$ cat config.mk
export PLATFORM = sky130hd
export DESIGN_NAME = civ_cnt_div
export DESIGN_NICKNAME = d
export VERILOG_FILES = /design/src/civ_pkg.sv /design/src/civ_cnt_div.sv
export SDC_FILE = /design/constraint.sdc
export NUM_CORES = 2
export LEC_CHECK = 0
export ABC_CLOCK_PERIOD_IN_PS = 5000
export BUFFER_PORTS_ARGS = -buffer_cell sky130_fd_sc_hd__buf_2
export CORE_ASPECT_RATIO = 1.1
export CORE_MARGIN = 10
export CORE_UTILIZATION = 45
export CTS_CLUSTER_DIAMETER = 30
export DETAILED_ROUTE_END_ITERATION = 6
export GPL_TIMING_DRIVEN = 0
export PLACE_DENSITY = 0.63
export SYNTH_ARGS = -nofsm -noshare
export SYNTH_HDL_FRONTEND = slang
export SYNTH_SLANG_ARGS = --single-unit
$ cat constraint.sdc
create_clock -name i_clk -period 5 [get_ports i_clk]
set_clock_uncertainty 0.05 [all_clocks]
set_input_delay 0.25 -clock i_clk [delete_from_list [all_inputs] [get_ports i_clk]]
set_output_delay 0.25 -clock i_clk [all_outputs]
set_load 0.05 [all_outputs]
$ cat src/civ_pkg.sv
package civ_pkg;

    localparam int SAMPLE_BITS_DEF = 16;
    localparam int COORD_BITS_DEF  = 10;
    localparam int FRAC_BITS_DEF   = 8;
    localparam int ISO_BITS        = 16;
    localparam int NUM_EDGES       = 12;
    localparam int NUM_AXES        = 3;
    localparam int CNT_W           = 4;

    typedef logic [NUM_EDGES-1:0] t_edge_vec;

    localparam logic [1:0] AXIS_X = 2'd0;
    localparam logic [1:0] AXIS_Y = 2'd1;
    localparam logic [1:0] AXIS_Z = 2'd2;

    localparam logic [2:0] EDGE_LO [NUM_EDGES] = '{
        3'd0, 3'd1, 3'd3, 3'd0, 3'd4, 3'd5, 3'd7, 3'd4, 3'd0, 3'd1, 3'd2, 3'd3
    };
    localparam logic [2:0] EDGE_HI [NUM_EDGES] = '{
        3'd1, 3'd2, 3'd2, 3'd3, 3'd5, 3'd6, 3'd6, 3'd7, 3'd4, 3'd5, 3'd6, 3'd7
    };
    localparam logic [1:0] EDGE_AXIS [NUM_EDGES] = '{
        AXIS_X, AXIS_Y, AXIS_X, AXIS_Y, AXIS_X, AXIS_Y, AXIS_X, AXIS_Y,
        AXIS_Z, AXIS_Z, AXIS_Z, AXIS_Z
    };
    // corner offset of the lower end, bit k for axis k
    localparam logic [2:0] EDGE_OFS [NUM_EDGES] = '{
        3'b000, 3'b001, 3'b010, 3'b000, 3'b100, 3'b101, 3'b110, 3'b100,
        3'b000, 3'b001, 3'b011, 3'b010
    };

endpackage

$ cat src/civ_cnt_div.sv
module civ_cnt_div import civ_pkg::*; #(
    parameter int LANES = NUM_AXES,
    parameter int DIV_W = COORD_BITS_DEF + FRAC_BITS_DEF + 4
) (
    input  logic             i_clk,
    input  logic             i_rst_n,
    input  logic             i_en,
    input  logic             i_vld,
    input  logic [DIV_W-1:0] i_dvd [LANES],
    input  logic [CNT_W-1:0] i_cnt,
    output logic             o_vld,
    output logic [DIV_W-1:0] o_quo [LANES],
    output logic [CNT_W-1:0] o_cnt
);

    localparam int ACC_W = CNT_W + DIV_W;

    logic             r_vld [DIV_W];
    logic [ACC_W-1:0] r_acc [DIV_W][LANES];
    logic [CNT_W-1:0] r_cnt [DIV_W];

    for (genvar s = 0; s < DIV_W; s++) begin : g_stg
        logic             s_vld;
        logic [ACC_W-1:0] s_acc [LANES];
        logic [CNT_W-1:0] s_cnt;
        logic [ACC_W-1:0] n_acc [LANES];

        if (s == 0) begin : g_head
            always_comb begin
                s_vld = i_vld;
                s_cnt = i_cnt;
                for (int l = 0; l < LANES; l++) begin
                    s_acc[l] = {{CNT_W{1'b0}}, i_dvd[l]};
                end
            end
        end else begin : g_body
            always_comb begin
                s_vld = r_vld[s-1];
                s_cnt = r_cnt[s-1];
                for (int l = 0; l < LANES; l++) begin
                    s_acc[l] = r_acc[s-1][l];
                end
            end
        end

        always_comb begin
            logic [ACC_W:0]   sh;
            logic [CNT_W:0]   t;
            logic [CNT_W:0]   hi;
            logic             ge;
            for (int l = 0; l < LANES; l++) begin
                sh       = {s_acc[l], 1'b0};
                t        = sh[ACC_W:DIV_W];
                ge       = (t >= {1'b0, s_cnt});
                hi       = ge ? (t - {1'b0, s_cnt}) : t;
                n_acc[l] = {hi[CNT_W-1:0], sh[DIV_W-1:1], ge};
            end
        end

        always_ff @(posedge i_clk) begin
            if (!i_rst_n) begin
                r_vld[s] <= 1'b0;
            end else if (i_en) begin
                r_vld[s] <= s_vld;
            end
        end

        always_ff @(posedge i_clk) begin
            if (i_en) begin
                r_cnt[s] <= s_cnt;
                for (int l = 0; l < LANES; l++) begin
                    r_acc[s][l] <= n_acc[l];
                end
            end
        end
    end

    assign o_vld = r_vld[DIV_W-1];
    assign o_cnt = r_cnt[DIV_W-1];

    always_comb begin
        for (int l = 0; l < LANES; l++) begin
            o_quo[l] = r_acc[DIV_W-1][l][DIV_W-1:0];
        end
    end

endmodule

==> results_dict.tcl <==
set metrics [dict create \
    outcome "complete, no violations" \
    comb_power_share_pct 10.0 \
    multiInputGateArea_um2 11710 \
    switching_share_pct 22.31 \
    ys.warnings.count 0 \
    cts_root_buffer "clkbuf_16" \
    p_switching_w 0.01039 \
    start_util_pct 45.33 \
    cp_num_buf_inv 5 \
    synth_seq_cells 1814 \
    timing.critical_path.mode_cell "buf_16" \
    fp.dieW_um 388.3 \
    path_max_fanout 174 \
    busiest_layer "met2" \
    hp-class "primary input to flop" \
    setup.worst_path.start_class "primary input" \
    crit_end "r_vld[9][1]" \
    dp.final_hpwl_um 53630 \
    crit_family "buffers and inverters" \
    grt_use_total_pct 11.04 \
    fin_crit_sh_pct 68.06 \
    grt_pass1_wl_um 150400 \
    total_power_w 0.04658 \
    worst-path-stages 6 \
    grtUsageMet2_pct 18.35 \
    maxCapViolCount 0 \
    cts_max_level 5 \
    cp_data_arrival_time_ps 3840 \
    r2r-end "r_acc[0][492]" \
    die_h_um 425.1 \
    core_area_um2 148100 \
    relSlewSlack_pct 30.64 \
    power_density_nw_per_um2 557.6 \
    wl_per_cell_um 14.41 \
    totalWireLength_um 90960 \
    hold_viol_final 0 \
    regArea_um2 54460 \
    tightest_slew_ps 1040 \
    fmax_mhz 293.9 \
    met3_usage_pct 3.808 \
    finalSetupTns_ps 0 \
    clkLatencyLatePin_ps 880 \
    layout.nets 4494 \
    synth.avg_cell_area_um2 19.33 \
    port_buffers 144 \
    syn-num-nets 3865 \
    clkPwrFrac_pct 48.7 \
    diodes 0 \
    rsz0062_at_grt "false" \
    ctsResizeCount 0 \
    place_congestion 0.8035 \
    p_leak_nw 30.93 \
    ir_drop_v 0.0004820 \
    required_ps 5440 \
    reg2reg_from "r_cnt[0][21]" \
    fp-row-count 148 \
    drtPass1Iterations 5 \
    cp_slowest_cell "nand2b_1" \
    grt_max_degree 189 \
    cts_buffer_depth 4 \
    fillers 11110 \
    ys_seq_area_share_pct 81.11 \
    cts.sink_count 1814 \
    initialDrtViolationCount 1641 \
    die_area_um2 165100 \
    path_cells "dlygate4sd3_1 > buf_12 > buf_16 > buf_16 > buf_16 > nand2b_1" \
    max_stage_delay_ps 840 \
    criticalPathCategory "primary input to flop" \
    ant_nets 0 \
    post-route-min-period_ps 3403 \
    post_cts_buffers 0 \
    vias 29700 \
    clk_pin_slew_ps 50 \
    cts_tree "built" \
    drcViolationCount 0 \
    grt_antenna_before_repair 0 \
    viasPerCell 4.704 \
    ff2ff_setup_slack_ps 2920 \
    worst-r2r-cell-count 6 \
    cp-end-kind "flop" \
    internal-power_w 0.03619 \
    p_seq_share_pct 41.3 \
    finalMaxSlewViolations 0 \
    grt_pass1_vias 30790 \
    drive_gt1_share_pct 20.14 \
    syn-cell-area_um2 67150 \
    setup_viol 0 \
    cp-startpoint "i_en" \
    synth_cells 3473 \
    numCtsBuffers 346 \
    area_growth_syn_to_layout_pct 24.41 \
    synth_cell_type_count 25 \
    io_pins 145 \
    hold_depth 2 \
    grtUsageMet1_pct 12.96 \
    gr-total-overflow 0 \
]
-- worst min-delay path by stage --
stage / endpoint / from / slack (ps)
global route: r_acc[0][5] / i_dvd[4] / 10
detailed placement: r_acc[0][110] / r_acc[0][31] / 350
CTS: r_acc[0][4] / i_dvd[3] / 0.2
floorplan: r_acc[0][10] / i_dvd[9] / 300
global placement: r_acc[2][447] / r_acc[2][368] / 350
finish: r_acc[0][5] / i_dvd[4] / 80
-- cells by family (layout without fill, tap and decap cells) --
kind of cell	count (synthesis)	after routing	synth area share, %
AND/OR/NAND/NOR	645	645	5.072
multiplexers	181	181	3.145
XOR/XNOR	60	60	0.7826
AO/OA/AOI/OAI	195	195	1.845
buffers and inverters	260	1151	1.453
flip-flops	1814	1814	81.11
adder cells (fa/ha/maj)	318	318	6.596
-- Yosys cell counts --
cell type  number  area [um2]
a211o_1         3       26.28
a21o_1          6       45.04
a21oi_1        60       300.3
a21oi_2        60       525.5
and2_1          3       18.77
and3_1         21       131.4
clkbuf_1        4       15.01
dfxtp_1         1       20.02
edfxtp_1     1813       54440
fa_1           60        1201
ha_1          258        3228
inv_1         256       960.9
mux2_4         60       900.9
mux2i_1       121        1211
nand2_1        63       236.5
nand2b_1       64       400.4
nand4_1        60       375.4
nor2_1        247       927.1
nor2_4         60       675.7
nor2b_1         4       25.02
nor3_1        123       615.6
o21ai_0         3       15.01
o21ai_1        60       300.3
o21ai_2         3       26.28
xnor2_1        60       525.5
-- through the flow --
step	utilization [%]	hold WS (ps)	std cells	setup slack (ps)	area (um2)
3_5_place_dp	47.68	354.5	5578	1221	70630
5_1_grt	56.39	14.32	6314	1270	83540
3_3_place_gp	47.46	350.0	5567	-25360	70310
2_1_floorplan	-	298.9	3473	3207	67150
4_1_cts	56.39	0.1621	6314	1579	83540
6_report	56.39	78.06	6314	1597	83540
-- layout make-up --
class | instances | area share, %
Timing Repair Buffer | 281 | 2.753
Clock buffer | 375 | 10.65
Buffer | 4 | 0.01797
Sequential cell | 1814 | 65.19
Clock inverter | 235 | 3.302
Inverter | 256 | 1.150
Multi-Input combinational cell | 1399 | 14.02
Tap cell | 1950 | 2.920
-- worst register-to-register path: cells and delay by family (launching register included) --
| kind | cells | cell delay (ps) |
|---|---|---|
| fa+ha+maj | 1 | 330 |
| flops | 1 | 530 |
| simple gates | 3 | 400 |
| buf+inv | 1 | 170 |
| mux | 1 | 310 |
-- cell usage in the layout, fill, tap and decap left out, types with 64 or more instances in the layout --
cell / count
edfxtp_1: 1813
dlygate4sd3_1: 126
clkbuf_16: 352
ha_1: 258
buf_2: 143
mux2i_1: 121
nor2_1: 247
nand2b_1: 64
nor3_1: 123
inv_1: 256
-- flip-flops by register name, summed over array words and instances (netlist names) --
register  count
r_acc      1704
r_cnt        88
r_vld        22
-- power groups by stage --
stage	Combinational, W	Sequential, W	Clock (W)
after floorplan	0.00339	0.0194	0
after global placement	0.00442	0.0203	0
after detailed placement	0.00463	0.0195	0
after CTS	0.00472	0.0192	0.0233
after global routing	0.00524	0.0194	0.0241
final	0.00467	0.0192	0.0227
-- timing repair --
| item | CTS | global route |
|---|---|---|
| hold buffers | 126 | 0 |
| endpoints found under the hold margin | 122 | 0 |
| endpoints found under the setup margin | 0 | 0 |
-- layer usage --
metal  share of wire (%)  vias up
li1                    -    14600
met1                  41    14280
met2                  50      582
met3                 5.5      234
met4                 3.0        0
met5                   0        -
(Power assumes the default switching activity.)
